**config.mk**
```make
export PLATFORM = sky130hd
export DESIGN_NAME = rsa_pixel_modexp_top
export DESIGN_NICKNAME = d
export VERILOG_FILES = /design/src/sv/rpm_pkg.sv /design/src/sv/rpm_mulmod.sv /design/src/sv/rsa_pixel_modexp_top.sv
export SDC_FILE = /design/constraint.sdc
export NUM_CORES = 1
export LEC_CHECK = 0
export BUFFER_PORTS_ARGS = -buffer_cell sky130_fd_sc_hd__buf_4
export CAP_MARGIN = 20
export CORE_ASPECT_RATIO = 2
export CORE_MARGIN = 5
export CORE_UTILIZATION = 33
export DETAILED_ROUTE_END_ITERATION = 16
export GPL_ROUTABILITY_DRIVEN = 0
export PLACE_DENSITY_LB_ADDON = 0.25
export RECOVER_POWER = 25
export SYNTH_ARGS = -nofsm -noshare
export SYNTH_HDL_FRONTEND = slang
export SYNTH_SLANG_ARGS = --single-unit
```
**constraint.sdc**
```tcl
create_clock -name clk -period 5 [get_ports clk]
set_input_delay 0.5 -clock clk [delete_from_list [all_inputs] [get_ports clk]]
set_output_delay 0.5 -clock clk [all_outputs]
set_load 0.02 [all_outputs]
```
**src/sv/rpm_pkg.sv**
```systemverilog
`timescale 1ns / 1ps
package rpm_pkg;

  localparam int MOD_BITS      = 9;
  localparam int EXP_BITS      = 8;
  localparam int IDX_BITS      = 3;
  localparam int CFG_IDX_BITS  = 2;
  localparam int CFG_DATA_BITS = 9;

  localparam logic [MOD_BITS-1:0] MODULUS_RESET  = 9'd253;
  localparam logic [EXP_BITS-1:0] EXPONENT_RESET = 8'd13;
  localparam logic [IDX_BITS-1:0] BIT_IDX_TOP    = 3'd7;

  localparam logic [CFG_IDX_BITS-1:0] REG_MODULUS  = 2'd0;
  localparam logic [CFG_IDX_BITS-1:0] REG_EXPONENT = 2'd1;

  typedef enum logic [2:0] {
    ST_IDLE,
    ST_BASE,
    ST_SQR,
    ST_MUL,
    ST_DONE
  } rpm_state_t;

endpackage

```
**src/sv/rpm_mulmod.sv**
```systemverilog
`timescale 1ns / 1ps
module rpm_mulmod
  import rpm_pkg::*;
#(
  parameter int PIXEL_BITS = 8,
  parameter int OP_BITS    = 9
) (
  input  logic                clk,
  input  logic                rst_n,
  input  logic                start,
  input  logic [OP_BITS-1:0]  a_in,
  input  logic [OP_BITS-1:0]  b_in,
  input  logic [MOD_BITS-1:0] m_in,
  output logic                done,
  output logic [OP_BITS-1:0]  res
);

  localparam int CW = $clog2(OP_BITS + 1);
  localparam int SW = OP_BITS + 2;
  localparam logic [CW-1:0] CNT_INIT = CW'(OP_BITS);
  localparam logic [CW-1:0] CNT_ONE  = CW'(1);
  localparam logic [SW-1:0] PIX_MASK = {{(SW-PIXEL_BITS){1'b0}}, {PIXEL_BITS{1'b1}}};

  logic [OP_BITS-1:0]  a_r, a_nxt;
  logic [OP_BITS-1:0]  b_r, b_nxt;
  logic [OP_BITS-1:0]  r_r, r_nxt;
  logic [MOD_BITS-1:0] m_r, m_nxt;
  logic [CW-1:0]       cnt_r, cnt_nxt;
  logic                busy_r, busy_nxt;
  logic                done_r, done_nxt;

  logic [SW-1:0] m_ext;
  logic [SW-1:0] dbl;
  logic [SW-1:0] dbl_red;
  logic [SW-1:0] sum;
  logic [SW-1:0] sum_red;
  logic          m_zero;

  // one multiplier bit per cycle: r = 2r + a_i * b, reduced after each add
  always_comb begin
    m_ext  = SW'(m_r);
    m_zero = (m_r == '0);
    dbl    = {1'b0, r_r, 1'b0};
    if (!m_zero && dbl >= m_ext) begin
      dbl_red = dbl - m_ext;
    end else begin
      dbl_red = dbl;
    end
    sum = dbl_red + (a_r[OP_BITS-1] ? SW'(b_r) : '0);
    if (m_zero) begin
      sum_red = sum & PIX_MASK;
    end else if (sum >= m_ext) begin
      sum_red = sum - m_ext;
    end else begin
      sum_red = sum;
    end
  end

  always_comb begin
    a_nxt    = a_r;
    b_nxt    = b_r;
    r_nxt    = r_r;
    m_nxt    = m_r;
    cnt_nxt  = cnt_r;
    busy_nxt = busy_r;
    done_nxt = 1'b0;
    if (start && !busy_r) begin
      a_nxt    = a_in;
      b_nxt    = b_in;
      m_nxt    = m_in;
      r_nxt    = '0;
      cnt_nxt  = CNT_INIT;
      busy_nxt = 1'b1;
    end else if (busy_r) begin
      a_nxt   = {a_r[OP_BITS-2:0], 1'b0};
      r_nxt   = sum_red[OP_BITS-1:0];
      cnt_nxt = cnt_r - CNT_ONE;
      if (cnt_r == CNT_ONE) begin
        busy_nxt = 1'b0;
        done_nxt = 1'b1;
      end
    end
  end

  always_ff @(posedge clk) begin
    if (!rst_n) begin
      busy_r <= 1'b0;
      done_r <= 1'b0;
      cnt_r  <= '0;
    end else begin
      busy_r <= busy_nxt;
      done_r <= done_nxt;
      cnt_r  <= cnt_nxt;
    end
  end

  always_ff @(posedge clk) begin
    a_r <= a_nxt;
    b_r <= b_nxt;
    r_r <= r_nxt;
    m_r <= m_nxt;
  end

  assign done = done_r;
  assign res  = r_r;

endmodule

```
**src/sv/rsa_pixel_modexp_top.sv**
```systemverilog
// W = max(PIXEL_BITS, 9) is the operand width of the modular multiplier;
// exponent 0 or 1 passes the pixel straight through with no modular multiply
// one pixel at a time; each modular multiply is a bit-serial pass over W bits
// the next pixel is taken once the result sits in the output register
// synchronous active-low reset: modulus 253, exponent 13, channels empty
`timescale 1ns / 1ps
module rsa_pixel_modexp_top
  import rpm_pkg::*;
#(
  parameter int PIXEL_BITS = 8
) (
  input  logic                     clk,
  input  logic                     rst_n,
  input  logic                     cfg_wr_en,
  input  logic [CFG_IDX_BITS-1:0]  cfg_index,
  input  logic [CFG_DATA_BITS-1:0] cfg_wdata,
  input  logic                     in_valid,
  output logic                     in_ready,
  input  logic [PIXEL_BITS-1:0]    in_pixel_in,
  output logic                     out_valid,
  input  logic                     out_ready,
  output logic [PIXEL_BITS-1:0]    out_pixel_out
);

  localparam int OP_BITS = (PIXEL_BITS > MOD_BITS) ? PIXEL_BITS : MOD_BITS;
  localparam logic [OP_BITS-1:0] OP_ONE = OP_BITS'(1);
  localparam logic [MOD_BITS-1:0] MOD_ONE = MOD_BITS'(1);

  rpm_state_t state_r, state_nxt;

  logic [MOD_BITS-1:0]   modulus_r, modulus_nxt;
  logic [EXP_BITS-1:0]   exponent_r, exponent_nxt;
  logic [PIXEL_BITS-1:0] pix_r, pix_nxt;
  logic [PIXEL_BITS-1:0] res_r, res_nxt;
  logic [OP_BITS-1:0]    acc_r, acc_nxt;
  logic [OP_BITS-1:0]    base_r, base_nxt;
  logic [IDX_BITS-1:0]   bit_idx_r, bit_idx_nxt;
  logic                  go_r, go_nxt;
  logic                  out_valid_r, out_valid_nxt;
  logic [PIXEL_BITS-1:0] out_pixel_r, out_pixel_nxt;

  logic               in_beat;
  logic               pass_thru;
  logic               out_free;
  logic               mm_start;
  logic               mm_done;
  logic [OP_BITS-1:0] mm_a;
  logic [OP_BITS-1:0] mm_b;
  logic [OP_BITS-1:0] mm_res;
  logic [OP_BITS-1:0] acc_init;

  assign in_beat   = in_valid && in_ready;
  assign pass_thru = (exponent_r[EXP_BITS-1:1] == '0);
  assign out_free  = !out_valid_r || out_ready;
  assign acc_init  = (modulus_r == MOD_ONE) ? '0 : OP_ONE;

  // config decode
  always_comb begin
    modulus_nxt  = modulus_r;
    exponent_nxt = exponent_r;
    if (cfg_wr_en) begin
      unique case (cfg_index)
        REG_MODULUS:  modulus_nxt  = cfg_wdata[MOD_BITS-1:0];
        REG_EXPONENT: exponent_nxt = cfg_wdata[EXP_BITS-1:0];
        default:      modulus_nxt  = modulus_r;
      endcase
    end
  end

  // next state
  always_comb begin
    state_nxt = state_r;
    unique case (state_r)
      ST_IDLE: begin
        if (in_valid) state_nxt = pass_thru ? ST_DONE : ST_BASE;
      end
      ST_BASE: begin
        if (mm_done) state_nxt = ST_SQR;
      end
      ST_SQR: begin
        if (mm_done) begin
          if (exponent_r[bit_idx_r]) state_nxt = ST_MUL;
          else if (bit_idx_r == '0) state_nxt = ST_DONE;
          else state_nxt = ST_SQR;
        end
      end
      ST_MUL: begin
        if (mm_done) state_nxt = (bit_idx_r == '0) ? ST_DONE : ST_SQR;
      end
      ST_DONE: begin
        if (out_free) state_nxt = ST_IDLE;
      end
      default: state_nxt = ST_IDLE;
    endcase
  end

  // outputs and operand select
  always_comb begin
    in_ready = 1'b0;
    mm_a     = acc_r;
    mm_b     = acc_r;
    unique case (state_r)
      ST_IDLE: in_ready = 1'b1;
      ST_BASE: begin
        mm_a = OP_BITS'(pix_r);
        mm_b = OP_ONE;
      end
      ST_SQR:  mm_b = acc_r;
      ST_MUL:  mm_b = base_r;
      ST_DONE: in_ready = 1'b0;
      default: in_ready = 1'b0;
    endcase
  end

  assign mm_start = go_r;

  // datapath
  always_comb begin
    pix_nxt     = pix_r;
    res_nxt     = res_r;
    acc_nxt     = acc_r;
    base_nxt    = base_r;
    bit_idx_nxt = bit_idx_r;
    go_nxt      = 1'b0;
    case (state_r)
      ST_IDLE: begin
        if (in_beat) begin
          pix_nxt = in_pixel_in;
          res_nxt = in_pixel_in;
          go_nxt  = !pass_thru;
        end
      end
      ST_BASE: begin
        if (mm_done) begin
          base_nxt    = mm_res;
          acc_nxt     = acc_init;
          bit_idx_nxt = BIT_IDX_TOP;
          go_nxt      = 1'b1;
        end
      end
      ST_SQR: begin
        if (mm_done) begin
          acc_nxt = mm_res;
          if (exponent_r[bit_idx_r]) begin
            go_nxt = 1'b1;
          end else if (bit_idx_r == '0) begin
            res_nxt = mm_res[PIXEL_BITS-1:0];
          end else begin
            bit_idx_nxt = bit_idx_r - 1'b1;
            go_nxt      = 1'b1;
          end
        end
      end
      ST_MUL: begin
        if (mm_done) begin
          acc_nxt = mm_res;
          if (bit_idx_r == '0) begin
            res_nxt = mm_res[PIXEL_BITS-1:0];
          end else begin
            bit_idx_nxt = bit_idx_r - 1'b1;
            go_nxt      = 1'b1;
          end
        end
      end
      default: go_nxt = 1'b0;
    endcase
  end

  // output register
  always_comb begin
    out_pixel_nxt = out_pixel_r;
    out_valid_nxt = out_valid_r && !out_ready;
    if (state_r == ST_DONE && out_free) begin
      out_pixel_nxt = res_r;
      out_valid_nxt = 1'b1;
    end
  end

  always_ff @(posedge clk) begin
    if (!rst_n) begin
      state_r     <= ST_IDLE;
      modulus_r   <= MODULUS_RESET;
      exponent_r  <= EXPONENT_RESET;
      go_r        <= 1'b0;
      out_valid_r <= 1'b0;
    end else begin
      state_r     <= state_nxt;
      modulus_r   <= modulus_nxt;
      exponent_r  <= exponent_nxt;
      go_r        <= go_nxt;
      out_valid_r <= out_valid_nxt;
    end
  end

  always_ff @(posedge clk) begin
    pix_r       <= pix_nxt;
    res_r       <= res_nxt;
    acc_r       <= acc_nxt;
    base_r      <= base_nxt;
    bit_idx_r   <= bit_idx_nxt;
    out_pixel_r <= out_pixel_nxt;
  end

  rpm_mulmod #(
    .PIXEL_BITS(PIXEL_BITS),
    .OP_BITS   (OP_BITS)
  ) u_mulmod (
    .clk  (clk),
    .rst_n(rst_n),
    .start(mm_start),
    .a_in (mm_a),
    .b_in (mm_b),
    .m_in (modulus_r),
    .done (mm_done),
    .res  (mm_res)
  );

  assign out_valid     = out_valid_r;
  assign out_pixel_out = out_pixel_r;

endmodule

```
* After elaboration in Yosys (flattened, before gate mapping)
Cells that the tools add are included. Widths: inputs -> output; s select.
Storage, ports and cells: register bits 109, logic and storage cells 125, input port bits 24, output and inout port bits 10
Cells by class: equality and inequality tests 15, add/subtract/negate cells 5, mux-type cells 50, reductions and logical operators 31, magnitude comparators 3, bitwise gates (word level) 2
Operators with widths (number):
- $mux 9 | 8
- $mux 8 | 5
- $mux 3 | 13
- $pmux 9 s2 | 2
- $pmux 8 s3 | 1
- $pmux 3 s5 | 1
- $reduce_and 5->1 | 3
- $mux 1 | 14
- $add 11x9->11 | 1
- $ge 11x9->1 | 1
- $mux 11 | 1
- $sub 10x9->11 | 1
- $ge 10x9->1 | 1
- $eq 9x1->1 const B | 1
- $logic_not 9->1 | 1
- $pmux 3 s3 | 1
- $sub 9x9->9 | 1
- $mux 4 | 2
- $ne 2x1->1 const B | 4
- $ne 2x2->1 const B | 4
- $reduce_and 2->1 | 4
- $logic_not 7->1 | 1
- $eq 3x2->1 const B | 2
- $logic_not 3->1 | 2
- other kinds (19) | 31

* Depth between registers and ports, before layout
Gate-level depths: netlist of the first run.
depth after elaboration 8, mapped depth 26

* Hierarchy
Synthesis of the first run repeated with hierarchy kept, for this count alone.
Second synthesis, totals: cell total of the unflattened synthesis 550, area, all modules 5962.0 µm²
By module, submodules not included:
- rpm_mulmod | instances 1, area an instance 3071.7 µm², sequential area each 1111.1 µm², cells an instance 306
- rsa_pixel_modexp_top | instances 1, area an instance 2890.3 µm², sequential area each 1791.7 µm², cells an instance 244

* Worst setup path before layout of the first run
No wires, ideal clock.
kind register to register, from register u_mulmod.m_r[1], to register u_mulmod.r_r[0], in the netlist u_mulmod.res[0], required time 4.878 ns, buffers on the path 1, cell stages (with the launch flop) 25, arrival 4.848 ns, setup time 0.122 ns, setup slack 0.030 ns, cell sequence edfxtp_1 > inv_1 > ha_1 > ha_1 > nand2_1 > o21ai_0 > o21a_1 > nor4_1 > nor2_1 > mux2_2 > ha_1 > a211oi_1 > o21ai_1 > a21oi_1 > o21bai_1 > xor2_1 > ha_1 > nand4_1 > o21bai_1 > a21o_1 > a41oi_1 > and4b_1 > or3_1 > buf_6 > a311o_1
On the way: longest elaborated chain between the ends 8
Ends and longest elaborated chain:
- start, declared | line rpm_mulmod.sv:27 | logic [MOD_BITS-1:0] m_r, m_nxt;
- start signal, assigned | line rpm_mulmod.sv:101 | m_r <= m_nxt;
- parallel branches: the longest is 7 deep, another holds $add 11x9->11
- $mux 9 (*) | line rpm_mulmod.sv:50 | if (m_zero) begin
- end signal, assigned | line rpm_mulmod.sv:100 | r_r <= r_nxt;
- end, declared | line rpm_mulmod.sv:26 | logic [OP_BITS-1:0] r_r, r_nxt;
Every way passes the cells marked *. A chain may end at the register's enable or synchronous reset.

* Worst setup path after layout of the first run
from register u_mulmod.m_r[1], to register u_mulmod.r_r[3], in the netlist u_mulmod.res[3]
Same word-level chain as after synthesis.

==> impl_metrics.tcl, run 1 <==
set metrics [dict create \
    outcome "finished, final reports clean" \
    antenna_cells 0 \
    tns_ns 0 \
    startpoint "u_mulmod.m_r[1]$_DFFE_PP_" \
    syn_area_per_cell_um2 10.4 \
    power.total_mw 3.35 \
    synth_seq_cells 109 \
    synth.most_common_cell "nand2_1" \
    cts.reportedPaths.clkPinSlew_ns 0.07 \
    final_cell_area_mm2 0.00707 \
    postSynth.asyncResetShare_pct 0 \
    leakagePower_nw 2.82 \
    drt_drc_violations_left 0 \
    antenna_found_initial 0 \
    grt_pass1_wl_um 22600 \
    fin_skew_ns 0.00767 \
    wire_per_inst_um 16.6 \
    io_buffers 33 \
    synth_commonest_cells "nand2_1, edfxtp_1, dfxtp_1" \
    synth_fp_nets 620 \
    yosysTopAreaCellShare_pct 36.9 \
    drv_cap 0 \
    clk_path_buf_depth 2 \
    nNetsFinal 688 \
    die_area_mm2 0.0207 \
    max_stage_delay_ns 0.42 \
    start_util_pct 33.3 \
    cts_hold_buf 0 \
    die_w_um 104 \
    synth_warnings 0 \
    place_area_mm2 0.00659 \
    max_slew.worst_pin.slew_ns 0.934 \
    rsz0062_at_grt "yes" \
    drt_first_iter_violations 209 \
    end_kind "register" \
    placement_rows 69 \
    synth.distinct_cells 60 \
    finalMaxSlewViolations 0 \
    grtUsageTotal_pct 13.7 \
    area_delta_synth_final_pct 20.7 \
    synth_area_leaders "edfxtp_1, dfxtp_1, ha_1" \
    grt_pass1_vias 4373 \
    numCtsBuffers 9 \
    io_pins 34 \
    power_density_mw_per_mm2 474 \
    maxSlewHeadroom_pct 37.6 \
    reg2reg_from "u_mulmod.m_r[1]$_DFFE_PP_" \
    finalSetupViolations 0 \
    crit_slowest_cell "or3_4" \
    synth.largest_area_cell "edfxtp_1" \
    hold_class "input pin to register" \
    hold_path.startpoint "in_pixel_in[1]" \
    vdd.ir_drop.worst_uv 212 \
    grt_max_degree 28 \
    whs_path_depth 1 \
    ctsHtreeMaxLevel 3 \
    firstDrtPassIters 4 \
    fmax_mhz 204 \
    die_y_um 198 \
    min_period_ns 4.91 \
    syn-cell-area_mm2 0.00586 \
    clock_latency_ns 0.34 \
    crit_path_start_kind "register" \
    reg2regPathDepth 24 \
    layout-drive-gt1-share_pct 19.8 \
    cp_top_family "compound AO/OA/AOI/OAI gates" \
    n_fill_cell 1744 \
    r2r_slack_ns 0.09 \
    hold_end "pix_r[1]$_DFFE_PP_" \
    path_buf_inv 4 \
    cts_sinks 109 \
    vias 4314 \
    min_period_over_period_pct 98.2 \
    hold_viol_final 0 \
    synth_edf_count 72 \
    dpl.hpwl_um 10800 \
    crit_path_max_fanout 7 \
    vias_per_cell 5.09 \
    ant_nets 0 \
    crit_chain "inv_2, ha_4, ha_4, nand2_2, o21ai_2, o21a_2, nor4_4, nor2_1, buf_4, mux2_4, ha_4, o21ai_2, o21ai_1, buf_4, buf_4, a22oi_1, ha_1, nand4_1, o21bai_1, a21o_1, a41oi_2, and4b_1, or3_4, a221o_1" \
    r2r-end "u_mulmod.res[3]$_SDFFE_PP0P_" \
    gr-total-overflow 0 \
    cts_tree "done" \
    synth_cells 562 \
    arrival_ns 5.14 \
    yosysSeqAreaShare_pct 49.5 \
    ys.flop_type "edfxtp_1" \
    design.core.area_mm2 0.0176 \
    clockRootBuffer "clkbuf_16" \
    worst_ep_required_time_ns 5.23 \
    critPathKind "register to register" \
    wirelength_um 14100 \
]
## sequential cells by signal, indices dropped and copies added, names as in the netlist, 3 cells and up
register,count
modulus_r,9
acc_r,9
u_mulmod.cnt_r,4
u_mulmod.res,9
u_mulmod.a_r,9
res_r,8
exponent_r,8
u_mulmod.m_r,9
pix_r,8
u_mulmod.b_r,9
out_pixel_out,8
state_r,3
bit_idx_r,3
base_r,9
## worst reg2reg max path, cell delays in order (launching register included)
cell      delay, ns
edfxtp_1       0.40
inv_2          0.10
ha_4           0.21
ha_4           0.16
nand2_2        0.05
o21ai_2        0.05
o21a_2         0.25
nor4_4         0.27
nor2_1         0.10
buf_4          0.18
mux2_4         0.32
ha_4           0.30
o21ai_2        0.06
o21ai_1        0.17
buf_4          0.14
buf_4          0.09
a22oi_1        0.09
ha_1           0.35
nand4_1        0.15
o21bai_1       0.16
a21o_1         0.16
a41oi_2        0.05
and4b_1        0.24
or3_4          0.42
a221o_1        0.35
## timing repair
| action | in CTS | in global routing |
|---|---|---|
| resized for setup | 4 | 33 |
| buffers inserted | 1 | 4 |
| setup endpoints to repair | 8 | 9 |
| pin swaps | 1 | 27 |
## kinds of logic (layout without fill, tap and decap cells)
logic type                 count (synthesis)  count (layout)  synth area share, %
xor gates and xnor gates                  20              20                 2.99
adders and majority gates                 34              34                 7.64
and+or+nand+nor                          207             207                 17.5
buffers and inverters                     42             115                 2.86
AOI/OAI and AO/OA                        123             123                 14.3
DFF                                      109             109                 49.5
muxes                                     27              27                 5.21
## layout make-up
type	count	area, µm²	share of cell area [%]
Sequential cell	109	2900	41.0
Inverter	21	78.8	1.11
Clock buffer	11	233	3.29
Multi-Input combinational cell	411	3010	42.5
Clock inverter	5	42.5	0.601
Tap cell	213	267	3.77
Timing Repair Buffer	78	544	7.69
## worst max-delay path by stage
stage / end / slack, ns / cells after the start
floorplan: u_mulmod.res[0]$_SDFFE_PP0P_ / 0.03 / 24
global placement: u_mulmod.res[0]$_SDFFE_PP0P_ / 0.002 / 21
detailed placement: u_mulmod.res[1]$_SDFFE_PP0P_ / -0.06 / 22
CTS: u_mulmod.res[3]$_SDFFE_PP0P_ / 0.03 / 24
global route: u_mulmod.res[3]$_SDFFE_PP0P_ / -0.13 / 24
finish: u_mulmod.res[3]$_SDFFE_PP0P_ / 0.09 / 24
## where the power goes
part	leakage, nW	switching, mW	internal (mW)
combinational	1.71	0.834	0.761
clock	0.136	0.325	0.345
sequential	0.974	0.0509	1.04
total	2.82	1.21	2.14
## cells in the final DEF, fill, tap and decap left out, types with 3 or more instances in the layout
master and count:
a211oi_1 5, a211oi_2 3, a21boi_0 3, a21o_1 15, a21oi_1 22, a21oi_2 4
a221o_1 5, and2_1 27, buf_4 57, clkbuf_1 15, clkbuf_16 9, clkbuf_4 6
dfxtp_1 37, edfxtp_1 72, ha_1 20, ha_4 11, inv_1 17, inv_2 4
mux2_2 7, mux2i_1 17, nand2_1 75, nand2b_1 9, nand3_1 13, nand3b_1 3
nand4_1 3, nor2_1 27, nor2b_1 14, nor3_1 12, nor3b_1 3, nor4_1 9
o21a_1 5, o21ai_0 30, o21ai_2 3, o21bai_1 4, xnor2_1 13, xor2_1 6
## stage by stage
stage          instances  utilization, %  worst slack [ns]  hold slack, ns
2_1_floorplan        562               -            0.0297           0.400
3_3_place_gp         827            37.4           0.00162           0.405
3_5_place_dp         827            37.4           -0.0594           0.405
4_1_cts              844            39.2            0.0320           0.323
5_1_grt              848            40.2            -0.133           0.347
6_report             848            40.2            0.0879           0.362
## metal layers
metal	routed length, µm	GRT usage (%)	share of wire, %	vias up
met1	5950	16.1	42	2038
met4	365	4.47	2.6	0
met3	381	2.21	2.7	27
li1	-	-	-	2172
met2	7400	25.0	52	77
met5	0	0	0	-
Power figures use the tool's default switching activity.
==> run 2, diff against run 1 <==
--- a/config.mk
+++ b/config.mk
@@ -17,3 +17,4 @@
 export SYNTH_ARGS = -nofsm -noshare
 export SYNTH_HDL_FRONTEND = slang
+export SYNTH_HIERARCHICAL = 1
 export SYNTH_SLANG_ARGS = --single-unit
==> constraint.sdc (replaced) <==
create_clock -name clk -period 5 [get_ports clk]
set_input_delay 1 -clock clk [delete_from_list [all_inputs] [get_ports clk]]
set_output_delay 1 -clock clk [all_outputs]
set_load 0.02 [all_outputs]
==> impl_metrics.tcl, run 2 <==
set metrics [dict create \
    cp_top_family "compound AO/OA/AOI/OAI gates" \
    drt_drc_violations_left 0 \
    hold_viol_final 0 \
    drv_cap 0 \
    dpl.hpwl_um 13000 \
    ys.flop_type "edfxtp_1" \
    ctsHtreeMaxLevel 3 \
    rsz0062_at_grt "yes" \
    min_period_over_period_pct 99.8 \
    fin_skew_ns 0.0115 \
    wire_per_inst_um 19.5 \
    design.core.area_mm2 0.0178 \
    hold_end "out_pixel_out[7]$_DFFE_PP_" \
    whs_path_depth 0 \
    io_buffers 33 \
    synth_cells 550 \
    power_density_mw_per_mm2 517 \
    crit_slowest_cell "edfxtp_1" \
    grt_pass1_vias 4765 \
    die_w_um 105 \
    synth.distinct_cells 69 \
    max_slew.worst_pin.slew_ns 1.11 \
    yosysTopAreaCellShare_pct 36.3 \
    max_stage_delay_ns 0.40 \
    die_y_um 200 \
    r2r_slack_ns 0.008 \
    maxSlewHeadroom_pct 26.0 \
    numCtsBuffers 9 \
    end_kind "register" \
    synth_seq_cells 109 \
    cts.reportedPaths.clkPinSlew_ns 0.08 \
    area_delta_synth_final_pct 25.5 \
    placement_rows 69 \
    grtUsageTotal_pct 15.3 \
    path_buf_inv 3 \
    finalMaxSlewViolations 0 \
    die_area_mm2 0.0210 \
    postSynth.asyncResetShare_pct 0 \
    crit_chain "inv_2, ha_4, ha_4, and4_1, a21oi_2, a31oi_4, buf_6, buf_6, nor2_2, a21oi_1, ha_1, a21o_1, a31o_1, o22ai_4, xnor2_2, ha_1, and3_4, a221o_1, or3_4, and2_4, o21ai_4, o211ai_1" \
    layout-drive-gt1-share_pct 29.9 \
    syn_area_per_cell_um2 10.8 \
    worst_ep_required_time_ns 5.22 \
    nNetsFinal 699 \
    syn-cell-area_mm2 0.00596 \
    synth_commonest_cells "edfxtp_1, nand2_1, dfxtp_1" \
    synth.largest_area_cell "edfxtp_1" \
    crit_path_max_fanout 8 \
    final_common_cell "buf_4" \
    start_util_pct 33.5 \
    vias_per_cell 5.32 \
    clock_latency_ns 0.36 \
    outcome "finished, final reports clean" \
    synth_area_leaders "edfxtp_1, dfxtp_1, ha_1" \
    synth_warnings 6 \
    vias 4570 \
    whs_ns 0.425 \
    firstDrtPassIters 4 \
    gr-total-overflow 0 \
    reg2reg_from "u_mulmod/m_r[1]$_DFFE_PP_" \
    layout_common_cells "buf_4, edfxtp_1, nand2_1" \
    grt_max_degree 28 \
    yosysSeqAreaShare_pct 48.7 \
    ant_nets 0 \
    drt_first_iter_violations 178 \
    hold_path.startpoint "res_r[7]$_DFFE_PP_" \
    synth_fp_nets 608 \
    clk_path_buf_depth 2 \
    wirelength_um 16700 \
    cts_sinks 109 \
    antenna_found_initial 0 \
    io_pins 34 \
    hold_class "register to register" \
    arrival_ns 5.22 \
    crit_path_start_kind "register" \
    vdd.ir_drop.worst_uv 240 \
    tns_ns 0 \
    antenna_cells 0 \
    r2r-end "u_mulmod/res[1]$_SDFFE_PP0P_" \
    fmax_mhz 200 \
    grt_pass1_wl_um 24700 \
    clockRootBuffer "clkbuf_16" \
    leakagePower_nw 2.96 \
    critPathKind "register to register" \
    synth_edf_count 72 \
    synth.most_common_cell "edfxtp_1" \
    reg2regPathDepth 22 \
    min_period_ns 4.99 \
    cts_tree "done" \
    finalSetupViolations 0 \
]
[run 2: cell count changes after synthesis, moves of 5 or more]
cell      previous run  this run
o21ai_0             31        20
o311ai_1             1         7
nor4_1              10         4
mux2_2               8        23
and2_1              27        21
nand2_1             76        68
nand4_1              3        13
nor2_1              28        15
a211oi_1             6         0
clkbuf_1            17         9
inv_1               21        26
[run 2: cell families (layout without fill, tap and decap cells)]
| family | Yosys count | after routing | synth area share (%) |
|---|---|---|---|
| AND/OR/NAND/NOR | 190 | 190 | 17.1 |
| adder cells (fa/ha/maj) | 34 | 34 | 7.51 |
| flip-flops | 109 | 109 | 48.7 |
| multiplexers | 37 | 37 | 6.90 |
| XOR/XNOR | 23 | 23 | 3.38 |
| AO/OA/AOI/OAI | 115 | 115 | 13.4 |
| buffers and inverters | 42 | 138 | 3.00 |
[run 2: metal layers]
metal	vias to the layer above	global-route usage [%]	share of wire [%]
met4	0	11.8	7.8
met2	114	30.3	58
met1	2211	13.4	31
li1	2194	-	-
met5	-	0	0
met3	51	2.06	2.8
[run 2: how the worst max path moves through the flow]
| stage | endpoint | slack (ns) | depth (start not counted) | startpoint |
|---|---|---|---|---|
| 2_1_floorplan | u_mulmod/res[8]$_SDFFE_PP0P_ | 0.04 | 23 | u_mulmod/m_r[1]$_DFFE_PP_ |
| 3_3_place_gp | u_mulmod/res[4]$_SDFFE_PP0P_ | 0.003 | 22 | u_mulmod/m_r[1]$_DFFE_PP_ |
| 3_5_place_dp | u_mulmod/res[4]$_SDFFE_PP0P_ | -0.16 | 22 | u_mulmod/m_r[2]$_DFFE_PP_ |
| 4_1_cts | u_mulmod/res[4]$_SDFFE_PP0P_ | -0.003 | 22 | u_mulmod/m_r[1]$_DFFE_PP_ |
| 5_1_grt | u_mulmod/res[1]$_SDFFE_PP0P_ | -0.18 | 20 | u_mulmod/m_r[0]$_DFFE_PP_ |
| 6_report | u_mulmod/res[1]$_SDFFE_PP0P_ | 0.008 | 22 | u_mulmod/m_r[1]$_DFFE_PP_ |
[run 2: layout make-up]
class                   count  area, µm²
clock buffers               9        225
clock inverters             7       81.3
fillers                  1713      10300
inverters                  26       97.6
multi-input cells         399       3220
flip-flops and latches    109       2900
well taps                 213        267
repair buffers             96        684
[run 2: report_power, final]
part / switching [mW] / internal, mW
registers: 0.0609 / 1.03
logic: 1.08 / 0.966
clock network: 0.369 / 0.360
total: 1.51 / 2.36
[run 2: through the flow]
stage	instance area, µm²	std cells	power [mW]	worst slack, ns	util (%)
5_1_grt	7480	859	4.08	-0.181	42.1
3_5_place_dp	6760	828	2.77	-0.165	38.0
3_3_place_gp	6760	828	2.73	0.00278	38.0
6_report	7480	859	3.87	0.00809	42.1
4_1_cts	7150	849	3.60	-0.00261	40.2
2_1_floorplan	5960	550	2.19	0.0383	-
[run 2: repair_timing]
item                                    in CTS  in global routing
gates resized for setup                     11                 45
endpoints found under the setup margin       9                  9
gates cloned                                 0                  0
buffers inserted                             5                  9
pin swaps                                   15                 33
hold endpoints to repair                     0                  0
hold buffers                                 0                  0
